==> config.mk <==
export PLATFORM = sky130hd
export DESIGN_NAME = utf8_codepoint_decoder
export DESIGN_NICKNAME = d
export VERILOG_FILES = /design/src/design/ucd_pkg.sv /design/src/design/utf8_codepoint_decoder.sv
export SDC_FILE = /design/constraint.sdc
export NUM_CORES = 1
export LEC_CHECK = 0
export BUFFER_PORTS_ARGS = -buffer_cell sky130_fd_sc_hd__buf_2
export CELL_PAD_IN_SITES_DETAIL_PLACEMENT = 1
export CELL_PAD_IN_SITES_GLOBAL_PLACEMENT = 1
export CORE_UTILIZATION = 40
export CTS_BUF_LIST = sky130_fd_sc_hd__clkbuf_8
export CTS_CLUSTER_DIAMETER = 100
export DETAILED_ROUTE_END_ITERATION = 7
export GPL_TIMING_DRIVEN = 1
export PLACE_DENSITY = 0.74
export SETUP_SLACK_MARGIN = 0.15
export SLEW_MARGIN = 20
export SYNTH_ARGS = -nofsm -noshare
export SYNTH_HDL_FRONTEND = slang
export SYNTH_SLANG_ARGS = --single-unit
==> constraint.sdc <==
create_clock -name i_clk -period 8.69 [get_ports i_clk]
set_clock_uncertainty 0.1 [all_clocks]
set_input_delay 0.4345 -clock i_clk [delete_from_list [all_inputs] [get_ports i_clk]]
set_output_delay 0.4345 -clock i_clk [all_outputs]
set_load 0.01 [all_outputs]
==> src/design/ucd_pkg.sv <==
// Shared constants and helpers for the UTF-8 code point decoder.
package ucd_pkg;

    localparam int unsigned CpW  = 21;
    localparam int unsigned LenW = 3;

    localparam logic [7:0] LeadAsciiMax = 8'h7F;
    localparam logic [7:0] Lead2Lo      = 8'hC2;
    localparam logic [7:0] Lead2Hi      = 8'hDF;
    localparam logic [7:0] Lead3Lo      = 8'hE0;
    localparam logic [7:0] Lead3Hi      = 8'hEF;
    localparam logic [7:0] Lead4Lo      = 8'hF0;
    localparam logic [7:0] Lead4Hi      = 8'hF4;
    localparam logic [7:0] ContLo       = 8'h80;
    localparam logic [7:0] ContHi       = 8'hBF;

    localparam logic [CpW-1:0] CpMax   = 21'h10FFFF;
    localparam logic [CpW-1:0] SurrLo  = 21'h00D800;
    localparam logic [CpW-1:0] SurrHi  = 21'h00DFFF;
    localparam logic [CpW-1:0] Min2    = 21'h000080;
    localparam logic [CpW-1:0] Min3    = 21'h000800;
    localparam logic [CpW-1:0] Min4    = 21'h010000;

    localparam logic [LenW-1:0] LenMax = 3'd4;

    function automatic logic is_cont(input logic [7:0] b);
        return (b >= ContLo) && (b <= ContHi);
    endfunction

endpackage

==> src/design/utf8_codepoint_decoder.sv <==
// UTF-8 code point decoder: input register, one decode pass, result register.
//
//  channel  | handshake            | payload
//  ---------+----------------------+---------------------------------------------
//  command  | start / busy         | i_byte_0..i_byte_3, i_avail_len
//  result   | o_valid (strobe)     | o_code_point, o_consumed_len
//
// A beat is taken at every edge with start high; busy stays low, so one beat
// per cycle is sustained. Each result passes through the input register and
// the result register around the decode logic. Results are shown for exactly
// one cycle under o_valid; the receiver cannot stall them. Synchronous
// active-low reset clears both valid flags.
module utf8_codepoint_decoder
    import ucd_pkg::*;
(
    input  logic            i_clk,
    input  logic            i_rst_n,
    input  logic            start,
    output logic            busy,
    input  logic [7:0]      i_byte_0,
    input  logic [7:0]      i_byte_1,
    input  logic [7:0]      i_byte_2,
    input  logic [7:0]      i_byte_3,
    input  logic [2:0]      i_avail_len,
    output logic            o_valid,
    output logic [CpW-1:0]  o_code_point,
    output logic [LenW-1:0] o_consumed_len
);

    typedef enum logic [1:0] {
        t_LEAD_ONE,
        t_LEAD_TWO,
        t_LEAD_THREE,
        t_LEAD_FOUR
    } t_lead;

    // Input stage
    logic            r_in_valid;
    logic [7:0]      r_b0, r_b1, r_b2, r_b3;
    logic [2:0]      r_avail;

    // Result stage
    logic            r_out_valid;
    logic [CpW-1:0]  r_code_point;
    logic [LenW-1:0] r_len;

    logic [CpW-1:0]  n_code_point;
    logic [LenW-1:0] n_len;

    logic [2:0]      avail_sat;
    t_lead           lead;
    logic [CpW-1:0]  value;
    logic [CpW-1:0]  min_val;
    logic            form_ok;
    logic            ok;

    // No internal backpressure: every cycle can take a beat.
    assign busy = 1'b0;

    always_ff @(posedge i_clk) begin
        if (!i_rst_n) begin
            r_in_valid <= 1'b0;
        end else begin
            r_in_valid <= start && !busy;
        end
        if (start && !busy) begin
            r_b0    <= i_byte_0;
            r_b1    <= i_byte_1;
            r_b2    <= i_byte_2;
            r_b3    <= i_byte_3;
            r_avail <= i_avail_len;
        end
    end

    always_comb begin
        // Saturate the byte count at four.
        avail_sat = (r_avail > LenMax) ? LenMax : r_avail;

        // Classify the lead byte; bad leads fall to the one-byte class.
        if (r_b0 inside {[Lead2Lo:Lead2Hi]}) begin
            lead = t_LEAD_TWO;
        end else if (r_b0 inside {[Lead3Lo:Lead3Hi]}) begin
            lead = t_LEAD_THREE;
        end else if (r_b0 inside {[Lead4Lo:Lead4Hi]}) begin
            lead = t_LEAD_FOUR;
        end else begin
            lead = t_LEAD_ONE;
        end

        case (lead)
            t_LEAD_TWO: begin
                value   = {10'd0, r_b0[4:0], r_b1[5:0]};
                min_val = Min2;
                form_ok = (avail_sat >= 3'd2) && is_cont(r_b1);
                n_len   = 3'd2;
            end
            t_LEAD_THREE: begin
                value   = {5'd0, r_b0[3:0], r_b1[5:0], r_b2[5:0]};
                min_val = Min3;
                form_ok = (avail_sat >= 3'd3) && is_cont(r_b1) && is_cont(r_b2);
                n_len   = 3'd3;
            end
            t_LEAD_FOUR: begin
                value   = {r_b0[2:0], r_b1[5:0], r_b2[5:0], r_b3[5:0]};
                min_val = Min4;
                form_ok = (avail_sat >= 3'd4) && is_cont(r_b1) && is_cont(r_b2)
                          && is_cont(r_b3);
                n_len   = 3'd4;
            end
            default: begin
                value   = {13'd0, r_b0};
                min_val = '0;
                form_ok = 1'b0;
                n_len   = 3'd1;
            end
        endcase

        // Reject overlong forms, values past the top plane and surrogates.
        ok = form_ok && (value >= min_val) && (value <= CpMax)
             && !((value >= SurrLo) && (value <= SurrHi));

        if (avail_sat == 3'd0) begin
            n_code_point = '0;
            n_len        = 3'd0;
        end else if (r_b0 <= LeadAsciiMax) begin
            n_code_point = {13'd0, r_b0};
            n_len        = 3'd1;
        end else if (ok) begin
            n_code_point = value;
        end else begin
            // Fall back to the lead byte alone.
            n_code_point = {13'd0, r_b0};
            n_len        = 3'd1;
        end
    end

    always_ff @(posedge i_clk) begin
        if (!i_rst_n) begin
            r_out_valid <= 1'b0;
        end else begin
            r_out_valid <= r_in_valid;
        end
        if (r_in_valid) begin
            r_code_point <= n_code_point;
            r_len        <= n_len;
        end
    end

    assign o_valid        = r_out_valid;
    assign o_code_point   = r_code_point;
    assign o_consumed_len = r_len;

`ifndef ASSERT_OFF
    // Every command beat yields a result through the input and result registers.
    a_latency: assert property (@(posedge i_clk) disable iff (!i_rst_n)
        start |=> ##1 o_valid)
        else $error("result strobe missing two cycles after a command beat");

    // An empty result carries a zero code point.
    a_empty: assert property (@(posedge i_clk) disable iff (!i_rst_n)
        (o_valid && o_consumed_len == 3'd0) |-> (o_code_point == '0))
        else $error("empty result with nonzero code point");

    // A one-byte result is the lead byte itself.
    a_single: assert property (@(posedge i_clk) disable iff (!i_rst_n)
        (o_valid && o_consumed_len == 3'd1) |-> (o_code_point[CpW-1:8] == '0))
        else $error("one-byte result wider than a byte");

    // A multibyte result is a valid scalar value.
    a_scalar: assert property (@(posedge i_clk) disable iff (!i_rst_n)
        (o_valid && o_consumed_len >= 3'd2) |->
            (o_code_point >= Min2 && o_code_point <= CpMax
             && (o_code_point < SurrLo || o_code_point > SurrHi)))
        else $error("multibyte result outside the scalar range");

    // Consumed length never exceeds four bytes.
    a_len: assert property (@(posedge i_clk) disable iff (!i_rst_n)
        o_valid |-> (o_consumed_len <= LenMax))
        else $error("consumed length above four");
`endif

endmodule
# [Word level (Yosys, flattened, before mapping)]
# Cells that the tools add are included.
[word_totals] register_bits=61 in_bits=38 output_inout_bits=26 word_cells=67
[classes] magnitude_cmp=21 eq_ne=3 n_mux=12 n_bitwise=1 n_reduce_logical=19
[ops] cell="$pmux W21 S3" count=1
[ops] cell="$pmux W17 S3" count=1
[ops] cell="$ge A8 B8 Y1 const B" count=6
[ops] cell="$le A8 B8 Y1 const B" count=6
[ops] cell="$ge A21 B16 Y1 const B" count=1
[ops] cell="$ge A21 B17 Y1" count=1
[ops] cell="$le A21 B16 Y1 const B" count=1
[ops] cell="$le A21 B21 Y1 const B" count=1
[ops] cell="$logic_and A1 B1 Y1" count=16
[ops] cell="$mux W8" count=2
[ops] cell="$pmux W3 S3" count=1
[ops] cell="$le A8 B7 Y1 const B" count=1
[ops] cell="$ge A3 B2 Y1 const B" count=2
[ops] cell="$mux W2" count=3
[ops] cell="$eq A2 B2 Y1 const B" count=2
[ops] cell="$ge A3 B3 Y1 const B" count=1
[ops] cell="$gt A3 B3 Y1 const B" count=1
[ops] cell="$logic_not A3 Y1" count=1
[ops] cell="$mux W3" count=1
[ops] cell="$pmux W1 S3" count=1
[ops] cell="$reduce_or A3 Y1" count=1
[ops] cell="$eq A2 B1 Y1 const B" count=1
[ops] cell="$mux W1" count=2
[ops] cell="$logic_not A1 Y1" count=1
[ops] cell="$not A1 Y1" count=1

# [Longest topological paths before layout]
[logic_depth] word_depth=13 mapped_depth=20 ltp_nobuf=14

# [Least setup slack after synthesis]
# Ideal clock, no wire load.
[synth_timing] kind="register to register" from="register r_b0[4]" to="register r_code_point[8], in the netlist o_code_point[8], data pin" setup_time_ns=0.267 arrival_ns=3.590 required_time_ns=8.323 slack_ns=4.733 path_stages_with_launch=20 n_path_buf=5 period_less_slack_ns=3.957 path_cell_list="edfxtp_1 buf_2 or4_4 nand2_2 and2_1 buf_6 inv_1 ha_1 clkbuf_1 clkbuf_1 a222oi_1 nand2_1 nand2_1 ha_1 nand3_1 a211oi_1 and4b_1 o31ai_4 buf_4 nor2_1"
[synth_via] elab_chain_len=13 elab_cells_between_ends=30 classes_between="order compare: 11; eq/ne: 3; mux: 6; bitwise: 1; reduce/logical: 9"
[synth_lines] item="start, declared" line="utf8_codepoint_decoder.sv:39" text="logic [7:0] r_b0, r_b1, r_b2, r_b3;"
[synth_lines] item="start signal, assigned" line="utf8_codepoint_decoder.sv:67" text="r_b0 <= i_byte_0;"
[synth_lines] item="$ge A8 B8 Y1 / $le A8 B8 Y1 (equally long branches)" line="utf8_codepoint_decoder.sv:84" text="end else if (r_b0 inside {[Lead4Lo:Lead4Hi]}) begin"
[synth_lines] item="$logic_and A1 B1 Y1" line="utf8_codepoint_decoder.sv:84"
[synth_lines] item="$mux W2" line="utf8_codepoint_decoder.sv:84"
[synth_lines] item="$mux W2" line="utf8_codepoint_decoder.sv:82" text="end else if (r_b0 inside {[Lead3Lo:Lead3Hi]}) begin"
[synth_lines] item="$mux W2" line="utf8_codepoint_decoder.sv:80" text="if (r_b0 inside {[Lead2Lo:Lead2Hi]}) begin"
[synth_lines] item="$eq A2 B2 Y1 / $eq A2 B1 Y1 (equally long branches)" line="utf8_codepoint_decoder.sv:90" text="case (lead)"
[synth_lines] item="$pmux W21 S3 / $pmux W17 S3 (equally long branches)" line="utf8_codepoint_decoder.sv:90"
[synth_lines] item="$ge A21 B17 Y1, or another cell as far along" line="utf8_codepoint_decoder.sv:119" text="ok = form_ok && (value >= min_val) && (value <= CpMax)"
[synth_lines] item="$logic_and A1 B1 Y1 (on tied branches)" line="utf8_codepoint_decoder.sv:119, utf8_codepoint_decoder.sv:120"
[synth_lines] item="$logic_and A1 B1 Y1 / $logic_not A1 Y1 (equally long branches)" line="utf8_codepoint_decoder.sv:119, utf8_codepoint_decoder.sv:120"
[synth_lines] item="$logic_and A1 B1 Y1" line="utf8_codepoint_decoder.sv:120" text="&& !((value >= SurrLo) && (value <= SurrHi));"
[synth_lines] item="$not A1 Y1 (no line)"
[synth_lines] item="$reduce_or A3 Y1 (no line)"
[synth_lines] item="end signal, assigned" line="utf8_codepoint_decoder.sv:144" text="r_code_point <= n_code_point;"
[synth_lines] item="end, declared" line="utf8_codepoint_decoder.sv:44" text="logic [CpW-1:0] r_code_point;"
# Several ways; a longest one is shown, not always the timed one.
# A chain may end at the register's enable or synchronous reset.

# [Worst setup path in the final report]
[layout_timing] from="register r_b0[1]" to="register r_code_point[5], in the netlist o_code_point[5], data pin"
[layout_via] elab_chain_len=13 elab_cells_between_ends=30 classes_between="order compare: 11; eq/ne: 3; mux: 8; reduce/logical: 8"
[layout_lines] item="$ge A8 B8 Y1 / $le A8 B8 Y1 (equally long branches)" line="utf8_codepoint_decoder.sv:84"
[layout_lines] item="$logic_and A1 B1 Y1" line="utf8_codepoint_decoder.sv:84"
[layout_lines] item="$mux W2" line="utf8_codepoint_decoder.sv:84"
[layout_lines] item="$mux W2" line="utf8_codepoint_decoder.sv:82"
[layout_lines] item="$mux W2" line="utf8_codepoint_decoder.sv:80"
[layout_lines] item="$eq A2 B2 Y1 / $eq A2 B1 Y1 (equally long branches)" line="utf8_codepoint_decoder.sv:90"
[layout_lines] item="$pmux W21 S3 / $pmux W17 S3 (equally long branches)" line="utf8_codepoint_decoder.sv:90"
[layout_lines] item="$ge A21 B17 Y1, or another cell as far along" line="utf8_codepoint_decoder.sv:119"
[layout_lines] item="$logic_and A1 B1 Y1 (on tied branches)" line="utf8_codepoint_decoder.sv:119, utf8_codepoint_decoder.sv:120"
[layout_lines] item="$logic_and A1 B1 Y1 / $logic_not A1 Y1 (equally long branches)" line="utf8_codepoint_decoder.sv:119, utf8_codepoint_decoder.sv:120"
[layout_lines] item="$logic_and A1 B1 Y1" line="utf8_codepoint_decoder.sv:120"
[layout_lines] item="$mux W8" line="utf8_codepoint_decoder.sv:128" text="end else if (ok) begin"
[layout_lines] item="$mux W8 *" line="utf8_codepoint_decoder.sv:125" text="end else if (r_b0 <= LeadAsciiMax) begin"
# Mark *: on every way between the ends. The rest lies on a longest branch, timed or not.

==> results.cfg <==
[critical_path]
cp.arrival_ns = 5.24
crit_path_end_kind = register
rr_worst_depth = 14
path_max_fanout = 25
start_kind = register
cp.required_ns = 8.63
critPathKind = register to register

[detailed_routing]
wl_mm = 7.300
num_vias = 2216
vias_per_cell = 5.512
drt_iter0_drc = 117
wl_per_cell_microns = 18.16
route.detailed.drc = 0
postRouteAntennaNets = 0
firstDrtPassIters = 4

[global_routing]
grt_overflow = 0
grt_pass1_vias = 2121
grt.total_usage_pct = 20.19
antenna_found_initial = 0
grt_max_degree = 37
grt_pass1_wl_mm = 11.38

[power]
p_leak_nw = 1.331
total_power_mw = 0.6544
switching_share_pct = 27.03
power.share.combinational_pct = 11.1
p_clk_share_pct = 32.4
pwr_density_cell_nw_per_um2 = 188.1
vdd_drop_max_v = 0.00009727
intPower_mw = 0.4775
switchingPower_mw = 0.1769
power_frac_seq_pct = 56.5

[clock_tree]
cts-buffers-inserted = 9
cts_tree = yes
clk_latency_ns = 0.34
cts_root_buf = clkbuf_8
cts_num_sinks = 61
cts_max_level = 3
cts-hold-fix-buffers = 0
post-cts-setup-buffers = 0
post_cts_resized = 0
clockBufferDepth = 2
clk_pin_slew_worst_paths_ns = 0.07

[yosys]
ys_async_sr_fraction_pct = 0
synth_fp_nets = 288
yosys_warnings = 0
post_synth.cell_area_avg_sq_um = 12.20
netlist_top_cells_area = edfxtp_1, a21oi_1, nand2_1, mux2i_1, inv_1
synth_edf_count = 59
ys_types = 57
synth_top_area_cell = edfxtp_1
postSynthCellCount = 246
synth-seq-area-share_pct = 60.36
yosys.area.top_type_share_pct = 59.02
synth.most_common_cell = edfxtp_1
yosys-top-cells-count = edfxtp_1, nand2_1, a21oi_1, inv_1
ys_ff_latch = 61
synth-main-ff-cell = edfxtp_1
synthesis.area_sq_um = 3002

[sta]
setup_viol = 0
worst_slew_pin_slew_ns = 1.014
rsz0062_at_grt = false
whs_ns = 0.1650
final_max_slew_viol_count = 0
setup_tns_ns = 0
timing.fmax_mhz = 188.9
min_period_ns = 5.295
relSlewSlack_pct = 32.38
finalCritPeriodShare_pct = 60.93
hold_viol = 0

[floorplanning]
core_sq_um = 7253
die_y_microns = 88.63
chipWidth_microns = 88.63
rows = 31
pin_count = 64
start_util_pct = 41.38
dieArea_sq_um = 7854

[finish]
drive_gt1_share_pct = 28.05
layout.cells.non_filler = 402
syn_to_final_growth_pct = 15.88
fillers = 814
nNetsFinal = 340
multi_input_area_sq_um = 1010
seq_area_sq_um = 1812
diodes = 0

[placed_design]
routabilityCongestion = 0.8977
portBuffers = 62
hpwl_mm = 5.250
numPlacedInstances = 386

[run_status]
status = completed

[run]
cap_violations = 0

[worst_hold_path]
whs_path_depth = 1
holdCritPathClass = input port to register
[flip-flops by register name, indices dropped and copies added (netlist names)]
| signal | count |
|---|---|
| o_code_point | 21 |
| r_b0 | 8 |
| r_b1 | 8 |
| r_b2 | 8 |
| r_b3 | 8 |
| o_consumed_len | 3 |
| r_avail | 3 |
| o_valid | 1 |
| r_in_valid | 1 |
[power by group through the flow]
stage	registers (mW)	clock network, mW	logic, mW
2_1_floorplan	0.365	0	0.0495
3_3_place_gp	0.375	0	0.0717
3_5_place_dp	0.376	0	0.0722
4_1_cts	0.370	0.218	0.0725
5_1_grt	0.372	0.229	0.0800
6_report	0.370	0.212	0.0725
[metal layers]
layer	vias to the layer above	global-route usage (%)	part of all wire [%]
met2	75	29.44	45
met1	1084	28.90	49
met4	0	9.531	1.9
met5	-	0	0
li1	1045	-	-
met3	12	3.918	4.6
[path summary, 6_finish.rpt]
path                             startpoint               to  slack [ns]
worst max-delay path                r_b0[1]  o_code_point[5]        3.40
worst min-delay path            i_byte_3[4]          r_b3[4]        0.16
worst max register to register      r_b0[1]  o_code_point[5]        3.40
worst min register to register      r_b2[2]  o_code_point[8]        0.68
[cell usage in the layout (no fill, tap or decap), drive strengths merged, types with 2 or more instances in the layout]
cell / Yosys / layout
and2: 5 / 5
nor2: 9 / 9
nand2b: 2 / 2
a31oi: 3 / 3
a22oi: 6 / 6
nand4: 4 / 4
a21oi: 19 / 19
and4b: 2 / 2
ha: 4 / 4
nand2: 24 / 24
o211a: 3 / 3
clkbuf: 7 / 9
o21ai: 9 / 9
clkinvlp: 0 / 4
or4: 3 / 3
dfxtp: 2 / 2
a222oi: 2 / 2
edfxtp: 59 / 59
nor3: 5 / 5
inv: 15 / 15
mux2i: 6 / 6
a22o: 2 / 2
nand3: 2 / 2
o22ai: 4 / 4
o221ai: 3 / 3
and3: 2 / 2
clkinv: 0 / 3
nor4: 4 / 4
o211ai: 3 / 3
or3: 2 / 2
buf: 14 / 62
a32oi: 2 / 2
o21a: 4 / 4
[worst max-delay path: stages (launching register included)]
cell and delay (ns):
edfxtp_1 0.67, o21a_4 0.35, or3_1 0.50, and2_1 0.31
inv_1 0.10, ha_1 0.76, a222oi_1 0.29, nand2_1 0.15
nand2_1 0.06, ha_1 0.28, nand3_1 0.07, a211oi_1 0.06
and4b_1 0.25, o31ai_4 0.82, mux2i_1 0.22
[layout make-up]
type / instances / area share (%)
tap: 99 / 3.561
multi-input combinational: 149 / 29.03
inverter: 15 / 1.619
clock buffer: 9 / 3.561
timing repair buffer: 62 / 8.921
sequential: 61 / 52.09
clock inverter: 7 / 1.223
[kinds of logic after synthesis]
group	share of synthesized area [%]
AO/OA/AOI/OAI	17.72
adder cells (fa/ha/maj)	1.667
buffers and inverters	6.002
flip-flops	60.36
multiplexers	2.001
other	0.1249
AND/OR/NAND/NOR	12.13
[stage by stage]
| step | worst slack [ns] | utilization (%) | instance area (sq um) |
|---|---|---|---|
| floorplan | 4.733 | - | 3002 |
| global placement | 3.695 | 45.66 | 3312 |
| detailed placement | 3.411 | 45.66 | 3312 |
| CTS | 3.408 | 47.96 | 3478 |
| global route | 3.074 | 47.96 | 3478 |
| finish | 3.395 | 47.96 | 3478 |
No activity file was read; power rests on OpenSTA's default activity.
